### config.mk
export PLATFORM = sky130hd
export DESIGN_NAME = top_n_heap_selector
export DESIGN_NICKNAME = d
export VERILOG_FILES = /design/src/rtl/nhs_pkg.sv /design/src/rtl/top_n_heap_selector.sv /design/src/rtl/nhs_cell.sv /design/src/rtl/nhs_ctrl.sv
export SDC_FILE = /design/constraint.sdc
export NUM_CORES = 2
export LEC_CHECK = 0
export ABC_CLOCK_PERIOD_IN_PS = 5900
export BUFFER_PORTS_ARGS = -buffer_cell sky130_fd_sc_hd__buf_2
export CORE_AREA = 2 2 453 455
export DETAILED_ROUTE_END_ITERATION = 8
export DIE_AREA = 0 0 455 457
export PLACE_DENSITY_LB_ADDON = 0.1
export SLEW_MARGIN = 20
export SYNTH_ARGS = -nofsm -noshare
export SYNTH_HDL_FRONTEND = slang
export SYNTH_SLANG_ARGS = --single-unit
### constraint.sdc
create_clock -name clk -period 5.9 [get_ports clk]
set_input_delay 0 -clock clk [delete_from_list [all_inputs] [get_ports clk]]
set_output_delay 0 -clock clk [all_outputs]
set_load 0.005 [all_outputs]
### src/rtl/nhs_pkg.sv
// nhs_pkg: shared types and constants for the top-n heap selector
// used by nhs_cell, nhs_ctrl and top_n_heap_selector; no dependencies
package nhs_pkg;

	localparam int CAPACITY_DEF  = 16;
	localparam int KEY_WIDTH_DEF = 32;
	localparam int IN_KEY_W      = 32;
	localparam int TAG_W         = 16;
	localparam int ORD_W         = 32;
	localparam int LIMIT_W       = 5;
	localparam int CFG_INDEX_W   = 1;
	localparam int CFG_DATA_W    = 5;

	typedef enum logic {
		FUNC_ADD    = 1'b0,
		FUNC_FINISH = 1'b1
	} func_t;

	typedef enum logic [CFG_INDEX_W-1:0] {
		REG_KEEP_LIMIT     = 1'd0,
		REG_COMPARE_ENABLE = 1'd1
	} cfg_reg_t;

	// what a pass through the cell row looks for
	typedef enum logic [1:0] {
		PASS_MAX,
		PASS_MIN,
		PASS_FIRST
	} pass_mode_t;

	// control part of the link between neighboring cells
	typedef struct packed {
		logic go;
		logic found;
	} link_ctl_t;

	// command broadcast from the sequencer to every cell
	typedef struct packed {
		logic       wr_en;
		logic       mark_en;
		logic       clear_used;
		pass_mode_t mode;
	} cell_cmd_t;

endpackage

### src/rtl/top_n_heap_selector.sv
// top_n_heap_selector: top level; a sequencer and a row of CAPACITY cells
// linked by registered candidate stages; uses nhs_pkg, nhs_cell and nhs_ctrl
//
// Keeps the keep_limit smallest rows (key, then arrival order) of a stream and
// emits them in ascending order on a finish, with last on the final row; with
// compare_enable low the first rows are kept and emitted in arrival order.
// An add that still fits is written straight into a cell, so such rows stream at
// one per cycle while in_stall is low. An add into a full store runs one pass
// down the cell row to find the largest kept row and stalls the input until
// that pass returns. A finish emits each kept row after its own pass, and an
// empty finish runs no pass. The pass length is set by the row of CAPACITY
// cells, each adding one register stage to the candidate path. A waiting result
// does not stall the input; only the next drain row waits for the output slot.
module top_n_heap_selector #(
	parameter int CAPACITY  = nhs_pkg::CAPACITY_DEF,
	parameter int KEY_WIDTH = nhs_pkg::KEY_WIDTH_DEF
) (
	input  logic                            clk,
	input  logic                            arst_n,
	input  logic                            cfg_we,
	input  logic [nhs_pkg::CFG_INDEX_W-1:0] cfg_index,
	input  logic [nhs_pkg::CFG_DATA_W-1:0]  cfg_data,
	input  logic                            in_valid,
	output logic                            in_stall,
	input  logic                            func,
	input  logic [nhs_pkg::IN_KEY_W-1:0]    sort_key,
	input  logic [nhs_pkg::TAG_W-1:0]       row_tag,
	output logic                            out_valid,
	input  logic                            out_stall,
	output logic [nhs_pkg::IN_KEY_W-1:0]    out_key,
	output logic [nhs_pkg::TAG_W-1:0]       out_tag,
	output logic                            last
);
	import nhs_pkg::*;

	localparam int IW = (CAPACITY > 1) ? $clog2(CAPACITY) : 1;
	localparam int CW = $clog2(CAPACITY + 1);

	cell_cmd_t            cmd;
	logic [IW-1:0]        cmd_idx;
	logic [CW-1:0]        count;
	logic [KEY_WIDTH-1:0] wr_key;
	logic [TAG_W-1:0]     wr_tag;
	logic [ORD_W-1:0]     wr_ord;

	// link[0] is the seed, link[CAPACITY] the result of a pass
	link_ctl_t            link_ctl [CAPACITY+1];
	logic [KEY_WIDTH-1:0] link_key [CAPACITY+1];
	logic [TAG_W-1:0]     link_tag [CAPACITY+1];
	logic [ORD_W-1:0]     link_ord [CAPACITY+1];
	logic [IW-1:0]        link_idx [CAPACITY+1];

	assign link_key[0] = '0;
	assign link_tag[0] = '0;
	assign link_ord[0] = '0;
	assign link_idx[0] = '0;

	nhs_ctrl #(
		.CAPACITY  (CAPACITY),
		.KEY_WIDTH (KEY_WIDTH)
	) u_ctrl (
		.clk       (clk),
		.arst_n    (arst_n),
		.cfg_we    (cfg_we),
		.cfg_index (cfg_index),
		.cfg_data  (cfg_data),
		.in_valid  (in_valid),
		.in_stall  (in_stall),
		.func      (func),
		.sort_key  (sort_key),
		.row_tag   (row_tag),
		.out_valid (out_valid),
		.out_stall (out_stall),
		.out_key   (out_key),
		.out_tag   (out_tag),
		.last      (last),
		.cmd       (cmd),
		.cmd_idx   (cmd_idx),
		.count     (count),
		.wr_key    (wr_key),
		.wr_tag    (wr_tag),
		.wr_ord    (wr_ord),
		.seed_ctl  (link_ctl[0]),
		.end_ctl   (link_ctl[CAPACITY]),
		.end_key   (link_key[CAPACITY]),
		.end_tag   (link_tag[CAPACITY]),
		.end_idx   (link_idx[CAPACITY])
	);

	for (genvar i = 0; i < CAPACITY; i++) begin : g_cell
		nhs_cell #(
			.CAPACITY  (CAPACITY),
			.KEY_WIDTH (KEY_WIDTH),
			.IDX       (i)
		) u_cell (
			.clk      (clk),
			.arst_n   (arst_n),
			.cmd      (cmd),
			.cmd_idx  (cmd_idx),
			.count    (count),
			.wr_key   (wr_key),
			.wr_tag   (wr_tag),
			.wr_ord   (wr_ord),
			.prev_ctl (link_ctl[i]),
			.prev_key (link_key[i]),
			.prev_tag (link_tag[i]),
			.prev_ord (link_ord[i]),
			.prev_idx (link_idx[i]),
			.next_ctl (link_ctl[i+1]),
			.next_key (link_key[i+1]),
			.next_tag (link_tag[i+1]),
			.next_ord (link_ord[i+1]),
			.next_idx (link_idx[i+1])
		);
	end

endmodule

### src/rtl/nhs_cell.sv
// nhs_cell: one storage cell of the row; holds one kept row and forwards the
// running best candidate of a pass to its neighbor; depends on nhs_pkg
module nhs_cell #(
	parameter int CAPACITY  = nhs_pkg::CAPACITY_DEF,
	parameter int KEY_WIDTH = nhs_pkg::KEY_WIDTH_DEF,
	parameter int IDX       = 0
) (
	input  logic                                          clk,
	input  logic                                          arst_n,
	input  nhs_pkg::cell_cmd_t                            cmd,
	input  logic [((CAPACITY > 1) ? $clog2(CAPACITY) : 1)-1:0] cmd_idx,
	input  logic [$clog2(CAPACITY + 1)-1:0]               count,
	input  logic [KEY_WIDTH-1:0]                          wr_key,
	input  logic [nhs_pkg::TAG_W-1:0]                     wr_tag,
	input  logic [nhs_pkg::ORD_W-1:0]                     wr_ord,
	input  nhs_pkg::link_ctl_t                            prev_ctl,
	input  logic [KEY_WIDTH-1:0]                          prev_key,
	input  logic [nhs_pkg::TAG_W-1:0]                     prev_tag,
	input  logic [nhs_pkg::ORD_W-1:0]                     prev_ord,
	input  logic [((CAPACITY > 1) ? $clog2(CAPACITY) : 1)-1:0] prev_idx,
	output nhs_pkg::link_ctl_t                            next_ctl,
	output logic [KEY_WIDTH-1:0]                          next_key,
	output logic [nhs_pkg::TAG_W-1:0]                     next_tag,
	output logic [nhs_pkg::ORD_W-1:0]                     next_ord,
	output logic [((CAPACITY > 1) ? $clog2(CAPACITY) : 1)-1:0] next_idx
);
	import nhs_pkg::*;

	localparam int IW = (CAPACITY > 1) ? $clog2(CAPACITY) : 1;
	localparam int CW = $clog2(CAPACITY + 1);
	localparam logic [IW-1:0] MY_IDX = IW'(IDX);
	localparam logic [CW-1:0] MY_POS = CW'(IDX);

	logic [KEY_WIDTH-1:0] key_q;
	logic [TAG_W-1:0]     tag_q;
	logic [ORD_W-1:0]     ord_q;
	logic                 used_q;

	link_ctl_t            ctl_q;
	logic [KEY_WIDTH-1:0] lkey_q;
	logic [TAG_W-1:0]     ltag_q;
	logic [ORD_W-1:0]     lord_q;
	logic [IW-1:0]        lidx_q;

	logic hit;
	logic eligible;
	logic mine_gt;
	logic mine_lt;
	logic better;
	logic take;

	assign hit      = (cmd_idx == MY_IDX);
	assign eligible = (count > MY_POS) && !used_q;

	// key first, arrival number breaks ties
	assign mine_gt = (key_q > prev_key) || ((key_q == prev_key) && (ord_q > prev_ord));
	assign mine_lt = (key_q < prev_key) || ((key_q == prev_key) && (ord_q < prev_ord));

	always_comb begin
		case (cmd.mode)
			PASS_MAX: better = mine_gt;
			PASS_MIN: better = mine_lt;
			default:  better = 1'b0;
		endcase
	end

	assign take = prev_ctl.go && eligible && (!prev_ctl.found || better);

	always_ff @(posedge clk) begin
		if (cmd.wr_en && hit) begin
			key_q <= wr_key;
			tag_q <= wr_tag;
			ord_q <= wr_ord;
		end
	end

	always_ff @(posedge clk or negedge arst_n) begin
		if (!arst_n) begin
			used_q <= 1'b0;
			ctl_q  <= '0;
		end else begin
			if (cmd.clear_used) begin
				used_q <= 1'b0;
			end else if (cmd.mark_en && hit) begin
				used_q <= 1'b1;
			end
			ctl_q.go    <= prev_ctl.go;
			ctl_q.found <= prev_ctl.found || take;
		end
	end

	always_ff @(posedge clk) begin
		if (take) begin
			lkey_q <= key_q;
			ltag_q <= tag_q;
			lord_q <= ord_q;
			lidx_q <= MY_IDX;
		end else begin
			lkey_q <= prev_key;
			ltag_q <= prev_tag;
			lord_q <= prev_ord;
			lidx_q <= prev_idx;
		end
	end

	assign next_ctl = ctl_q;
	assign next_key = lkey_q;
	assign next_tag = ltag_q;
	assign next_ord = lord_q;
	assign next_idx = lidx_q;

endmodule

### src/rtl/nhs_ctrl.sv
// nhs_ctrl: sequencer of the selector; configuration registers, input and
// output handshakes, fill count, arrival counter and pass launching; uses nhs_pkg
module nhs_ctrl #(
	parameter int CAPACITY  = nhs_pkg::CAPACITY_DEF,
	parameter int KEY_WIDTH = nhs_pkg::KEY_WIDTH_DEF
) (
	input  logic                                          clk,
	input  logic                                          arst_n,
	input  logic                                          cfg_we,
	input  logic [nhs_pkg::CFG_INDEX_W-1:0]               cfg_index,
	input  logic [nhs_pkg::CFG_DATA_W-1:0]                cfg_data,
	input  logic                                          in_valid,
	output logic                                          in_stall,
	input  logic                                          func,
	input  logic [nhs_pkg::IN_KEY_W-1:0]                  sort_key,
	input  logic [nhs_pkg::TAG_W-1:0]                     row_tag,
	output logic                                          out_valid,
	input  logic                                          out_stall,
	output logic [nhs_pkg::IN_KEY_W-1:0]                  out_key,
	output logic [nhs_pkg::TAG_W-1:0]                     out_tag,
	output logic                                          last,
	output nhs_pkg::cell_cmd_t                            cmd,
	output logic [((CAPACITY > 1) ? $clog2(CAPACITY) : 1)-1:0] cmd_idx,
	output logic [$clog2(CAPACITY + 1)-1:0]               count,
	output logic [KEY_WIDTH-1:0]                          wr_key,
	output logic [nhs_pkg::TAG_W-1:0]                     wr_tag,
	output logic [nhs_pkg::ORD_W-1:0]                     wr_ord,
	output nhs_pkg::link_ctl_t                            seed_ctl,
	input  nhs_pkg::link_ctl_t                            end_ctl,
	input  logic [KEY_WIDTH-1:0]                          end_key,
	input  logic [nhs_pkg::TAG_W-1:0]                     end_tag,
	input  logic [((CAPACITY > 1) ? $clog2(CAPACITY) : 1)-1:0] end_idx
);
	import nhs_pkg::*;

	localparam int IW   = (CAPACITY > 1) ? $clog2(CAPACITY) : 1;
	localparam int CW   = $clog2(CAPACITY + 1);
	localparam int CMPW = (CW > LIMIT_W) ? CW : LIMIT_W;

	typedef enum logic [1:0] {
		ST_IDLE,
		ST_SCAN,
		ST_DSEED,
		ST_DWAIT
	} state_t;

	state_t               state_q;
	logic [CW-1:0]        count_q;
	logic [ORD_W-1:0]     ctr_q;
	logic [CW-1:0]        k_q;
	logic [LIMIT_W-1:0]   limit_q;
	logic                 cmp_q;
	pass_mode_t           mode_q;
	logic                 seed_q;
	logic [KEY_WIDTH-1:0] pend_key_q;
	logic [TAG_W-1:0]     pend_tag_q;
	logic [ORD_W-1:0]     pend_ord_q;
	logic                 out_valid_q;
	logic [IN_KEY_W-1:0]  out_key_q;
	logic [TAG_W-1:0]     out_tag_q;
	logic                 last_q;

	logic                 in_take;
	logic                 is_add;
	logic                 below_lim;
	logic [KEY_WIDTH-1:0] in_key_w;
	logic [ORD_W-1:0]     ctr_nxt;
	logic                 replace;
	logic                 drain_load;
	logic                 drain_last;
	logic                 out_free;

	assign in_take    = in_valid && (state_q == ST_IDLE);
	assign is_add     = (func == FUNC_ADD);
	assign below_lim  = (CMPW'(count_q) < CMPW'(limit_q)) && (count_q < CW'(CAPACITY));
	assign in_key_w   = KEY_WIDTH'(sort_key);
	assign ctr_nxt    = ctr_q + ORD_W'(1);
	// new row wins only on a strictly smaller key
	assign replace    = (state_q == ST_SCAN) && end_ctl.go && end_ctl.found
		&& (pend_key_q < end_key);
	assign drain_load = (state_q == ST_DWAIT) && end_ctl.go;
	assign drain_last = ((k_q + CW'(1)) == count_q);
	assign out_free   = !out_valid_q || !out_stall;

	always_comb begin
		cmd.wr_en      = (in_take && is_add && below_lim) || replace;
		cmd.mark_en    = drain_load;
		cmd.clear_used = drain_load && drain_last;
		cmd.mode       = mode_q;
		if (replace || drain_load) begin
			cmd_idx = end_idx;
		end else begin
			cmd_idx = count_q[IW-1:0];
		end
		if (replace) begin
			wr_key = pend_key_q;
			wr_tag = pend_tag_q;
			wr_ord = pend_ord_q;
		end else begin
			wr_key = in_key_w;
			wr_tag = row_tag;
			wr_ord = ctr_nxt;
		end
	end

	assign seed_ctl = '{go: seed_q, found: 1'b0};

	always_ff @(posedge clk or negedge arst_n) begin
		if (!arst_n) begin
			state_q     <= ST_IDLE;
			count_q     <= '0;
			ctr_q       <= '0;
			k_q         <= '0;
			limit_q     <= LIMIT_W'(16);
			cmp_q       <= 1'b1;
			mode_q      <= PASS_MAX;
			seed_q      <= 1'b0;
			pend_key_q  <= '0;
			pend_tag_q  <= '0;
			pend_ord_q  <= '0;
			out_valid_q <= 1'b0;
			out_key_q   <= '0;
			out_tag_q   <= '0;
			last_q      <= 1'b0;
		end else begin
			seed_q <= 1'b0;

			if (cfg_we) begin
				case (cfg_index)
					REG_KEEP_LIMIT:     limit_q <= cfg_data[LIMIT_W-1:0];
					REG_COMPARE_ENABLE: cmp_q   <= cfg_data[0];
					default:            ;
				endcase
			end

			if (drain_load) begin
				out_valid_q <= 1'b1;
				out_key_q   <= IN_KEY_W'(end_key);
				out_tag_q   <= end_tag;
				last_q      <= drain_last;
			end else if (out_valid_q && !out_stall) begin
				out_valid_q <= 1'b0;
			end

			case (state_q)
				ST_IDLE: begin
					if (in_take) begin
						if (is_add) begin
							ctr_q <= ctr_nxt;
							if (below_lim) begin
								count_q <= count_q + CW'(1);
							end else if (cmp_q && (count_q != '0) && (limit_q != '0)) begin
								pend_key_q <= in_key_w;
								pend_tag_q <= row_tag;
								pend_ord_q <= ctr_nxt;
								mode_q     <= PASS_MAX;
								seed_q     <= 1'b1;
								state_q    <= ST_SCAN;
							end
						end else begin
							ctr_q <= '0;
							if (count_q != '0) begin
								mode_q  <= cmp_q ? PASS_MIN : PASS_FIRST;
								k_q     <= '0;
								state_q <= ST_DSEED;
							end
						end
					end
				end
				ST_SCAN: begin
					if (end_ctl.go) begin
						state_q <= ST_IDLE;
					end
				end
				ST_DSEED: begin
					// the slot is empty by the time the pass comes back
					if (out_free) begin
						seed_q  <= 1'b1;
						state_q <= ST_DWAIT;
					end
				end
				ST_DWAIT: begin
					if (end_ctl.go) begin
						k_q <= k_q + CW'(1);
						if (drain_last) begin
							count_q <= '0;
							state_q <= ST_IDLE;
						end else begin
							state_q <= ST_DSEED;
						end
					end
				end
				default: state_q <= ST_IDLE;
			endcase
		end
	end

	assign in_stall  = (state_q != ST_IDLE);
	assign out_valid = out_valid_q;
	assign out_key   = out_key_q;
	assign out_tag   = out_tag_q;
	assign last      = last_q;
	assign count     = count_q;

	a_count_cap: assert property (@(posedge clk) disable iff (!arst_n)
		count_q <= CW'(CAPACITY))
		else $error("fill count above capacity");

	a_end_state: assert property (@(posedge clk) disable iff (!arst_n)
		end_ctl.go |-> (state_q == ST_SCAN || state_q == ST_DWAIT))
		else $error("pass result arrived with no pass pending");

	a_drain_found: assert property (@(posedge clk) disable iff (!arst_n)
		drain_load |-> end_ctl.found)
		else $error("drain pass found no unused row");

	a_seed_single: assert property (@(posedge clk) disable iff (!arst_n)
		seed_q |=> !seed_q)
		else $error("two passes launched back to back");

	a_load_empty: assert property (@(posedge clk) disable iff (!arst_n)
		drain_load |-> !out_valid_q)
		else $error("drained row overwrites a pending result");

endmodule
==> results.yml <==
power:
  leakage_nw: 51.10
  ir_worst_vdd_mv: 0.3039
  power.density_mw_per_mm2: 297.7
  power_frac_seq: 0.522
  sw_frac_of_total: 0.1971
  clkPwrFrac: 0.470
  p_switching_w: 0.007661
  p_comb_frac: 0.008
  intPower_w: 0.03122
clock_network:
  cts_sinks: 2808
  ctsRootBufferMaster: "clkbuf_16"
  cts_inserted_buffers: 304
  h-tree-depth: 5
  clk_latency_ps: 930
  cts_tree: "yes"
  clk_pin_slew_worst_paths_ps: 60
  clk_path_buf_depth: 4
  ctsResizeCount: 0
grt:
  grt.overflow.total: 0
  grt_first_pass_wirelength_mm: 422.0
  grt_usage: 0.2703
  grt_pass1_vias: 70700
  antenna_found_initial: 16
  grt_max_degree: 125
setup_path:
  r2r_slack_ps: 620
  worstSetupPathType: "reg -> reg"
  slowest_delay_ps: 760
  crit_top_cell: "o21ai_0"
  rr_worst_depth: 11
  start_kind: "register"
  crit_fanout: 83
  r2r-end: "g_cell[6].u_cell.next_key[25]"
  cpMaxStageDelayCell: "nor4b_1"
  crit_arrival_ps: 6060
  crit_chain: "ha_1 -> nand4_1 -> nor4_1 -> nand3_1 -> a211oi_1 -> o21ai_0 -> nor4b_1 -> o21ai_0 -> o21ai_4 -> buf_12 -> mux2_2"
  crit_required_ps: 6680
  r2r_start: "g_cell[6].u_cell.key_q[30]"
  cp-end-kind: "register"
placement:
  gp_congestion: 0.9060
  dp_slack_ps: 766.6
  dpl-instance-area_mm2: 0.1198
  io_buffers: 110
  hpwl_mm: 197.8
synthesis:
  synth_ff_type: "dfxtp_1"
  synth_warnings: 0
  synthTopCellsByArea: "edfxtp_1, dfxtp_1, mux2_2"
  ys_ff_latch: 2808
  syn_area_mm2: 0.1154
  netlist_instances: 8617
  synth.distinct_cells: 98
  synth_edf_count: 1280
  async_flop_share: 0.08226
  synth_common_cells: "dfxtp_1, edfxtp_1, mux2_2, inv_1, ha_1"
  synth_top_area_share: 0.3331
  synth_top_cell_by_area: "edfxtp_1"
  syn_nets: 9679
  ys_seq_area_frac: 0.6082
  synth_most_common_cell: "dfxtp_1"
  syn_avg_cell_area_um2: 13.39
drt:
  post_drt_wl_per_cell_um: 23.46
  drc: 0
  avgViaCountPerCell: 5.637
  first_pass_iters: 5
  drt_wl_total_mm: 281.5
  vias: 67640
  ant_nets: 0
  dr.first_iter.drc_count: 4511
sta:
  skew_ps: 47.81
  setup_ws_ps: 624.1
  finalMaxSlewViolations: 0
  tns_ps: 0
  setup_viol: 0
  fmax_ghz: 0.1895
  worst_slew_pin_slew_ps: 1242
  final.period_utilization: 0.8942
  holdWs_ps: 64.14
  rsz0062_at_grt: "false"
  finalHoldViolations: 0
  period_needed_ps: 5276
  slew_headroom: 0.1649
min_path:
  worstHoldStart: "func"
  whs_path_depth: 3
  min_to: "u_ctrl.ctr_q[30]"
  hold_class: "in -> reg"
die:
  ios: 111
  coreArea_mm2: 0.2033
  start_util: 0.5676
  die_w_um: 455
  fp.dieH_um: 457
  dieArea_mm2: 0.2079
  placementRows: 166
run:
  cap_violations: 0
run_status:
  status: "completed"
finish:
  syn_to_final_growth_pct: 13.17
  layout-drive-gt1-share: 0.2161
  nFillCells: 14930
  final_nets: 10140
  fin_area_mm2: 0.1306
## logic make-up (layout without fill, tap and decap cells)
group,Yosys count,count (layout),synth area share
AO/OA/AOI/OAI,1041,1041,0.05586
XOR/XNOR,39,39,0.002960
adder cells (fa/ha/maj),1002,1002,0.1086
buffers and inverters,1234,1924,0.04362
flip-flops,2808,2808,0.6082
multiplexers,1283,1283,0.1269
other,0,5,0
AND/OR/NAND/NOR,1210,1210,0.05389
## state kept, by name (all words and copies together) (netlist names), 32 cells and up
signal,flops
g_cell.u_cell.ord_q,512
g_cell.u_cell.tag_q,256
g_cell.u_cell.next_key,512
g_cell.u_cell.key_q,512
u_ctrl.out_key,32
u_ctrl.pend_ord_q,32
u_ctrl.pend_key_q,32
g_cell.u_cell.next_idx,49
g_cell.u_cell.next_tag,256
g_cell.u_cell.next_ctl,32
g_cell.u_cell.next_ord,480
u_ctrl.ctr_q,32
## through the flow
step / total power (W) / instances / utilization
2_1_floorplan: 0.02077 / 8617 / -
3_3_place_gp: 0.02094 / 11340 / 0.5890
3_5_place_dp: 0.02095 / 11340 / 0.5891
4_1_cts: 0.03917 / 12000 / 0.6422
5_1_grt: 0.03994 / 12000 / 0.6423
6_report: 0.03888 / 12000 / 0.6423
## power by group through the flow
stage | logic, W | clock network [W] | registers (W)
floorplan | 0.0000694 | 0 | 0.0207
global placement | 0.000229 | 0 | 0.0207
detailed placement | 0.000236 | 0 | 0.0207
CTS | 0.000312 | 0.0186 | 0.0203
global route | 0.000332 | 0.0193 | 0.0203
finish | 0.000308 | 0.0183 | 0.0203
## repair_timing
| action | CTS | global route |
|---|---|---|
| endpoints found under the hold margin | 1088 | 0 |
| hold buffers | 126 | 0 |
| setup buffers | 0 | 0 |
## worst max-delay path by stage
stage / start / to / slack (ps)
floorplan: u_ctrl.pend_key_q[5] / g_cell[15].u_cell.key_q[0] / -160
global placement: g_cell[6].u_cell.key_q[30] / g_cell[6].u_cell.next_key[29] / 740
detailed placement: g_cell[6].u_cell.key_q[30] / g_cell[6].u_cell.next_key[25] / 770
CTS: g_cell[6].u_cell.key_q[30] / g_cell[6].u_cell.next_key[25] / 750
global route: g_cell[6].u_cell.key_q[30] / g_cell[6].u_cell.next_key[24] / 520
finish: g_cell[6].u_cell.key_q[30] / g_cell[6].u_cell.next_key[25] / 620
## worst max-delay path: cells and delay by family, from the launching register on
family / cells / cell delay, ps
simple gates: 4 / 2230
compound gates: 4 / 1200
buf+inv: 1 / 470
mux: 1 / 420
flops: 1 / 380
fa+ha+maj: 1 / 330
## final cells by class
class,count,area (um2),share of cell area
sequential,2808,70180,0.5374
multi-input combinational,4575,40580,0.3107
clock buffer,446,8765,0.06711
inverter,1033,3877,0.02969
tap,2688,3363,0.02575
timing repair buffer,357,3060,0.02343
clock inverter,88,762.0,0.005834
antenna,5,12.51,0.00009580
## placed cells by master (no fill, tap or decap), types with 96 or more instances in the layout
cell	Yosys	routed
nand2_1	314	312
nor2_1	235	218
buf_4	26	96
buf_2	84	109
edfxtp_1	1280	1280
ha_1	1002	1002
dfxtp_1	1297	1297
dfrtp_1	229	229
o21ai_0	191	189
a21o_1	155	155
inv_1	1033	1033
nand3_1	99	97
a21oi_1	430	415
mux2_2	1199	1199
clkbuf_16	0	315
dlygate4sd3_1	0	125
nand4_1	193	193
## routing by layer
layer  vias to the layer above  routed length (um)  GRT usage
met5                         -                  34          0
met4                         6               12670     0.1120
met3                       579               11860    0.03705
met2                      1437              143100     0.4808
met1                     33910              113900     0.3273
li1                      31710                   -          -
Note: power is estimated with default switching activity, not from simulation.
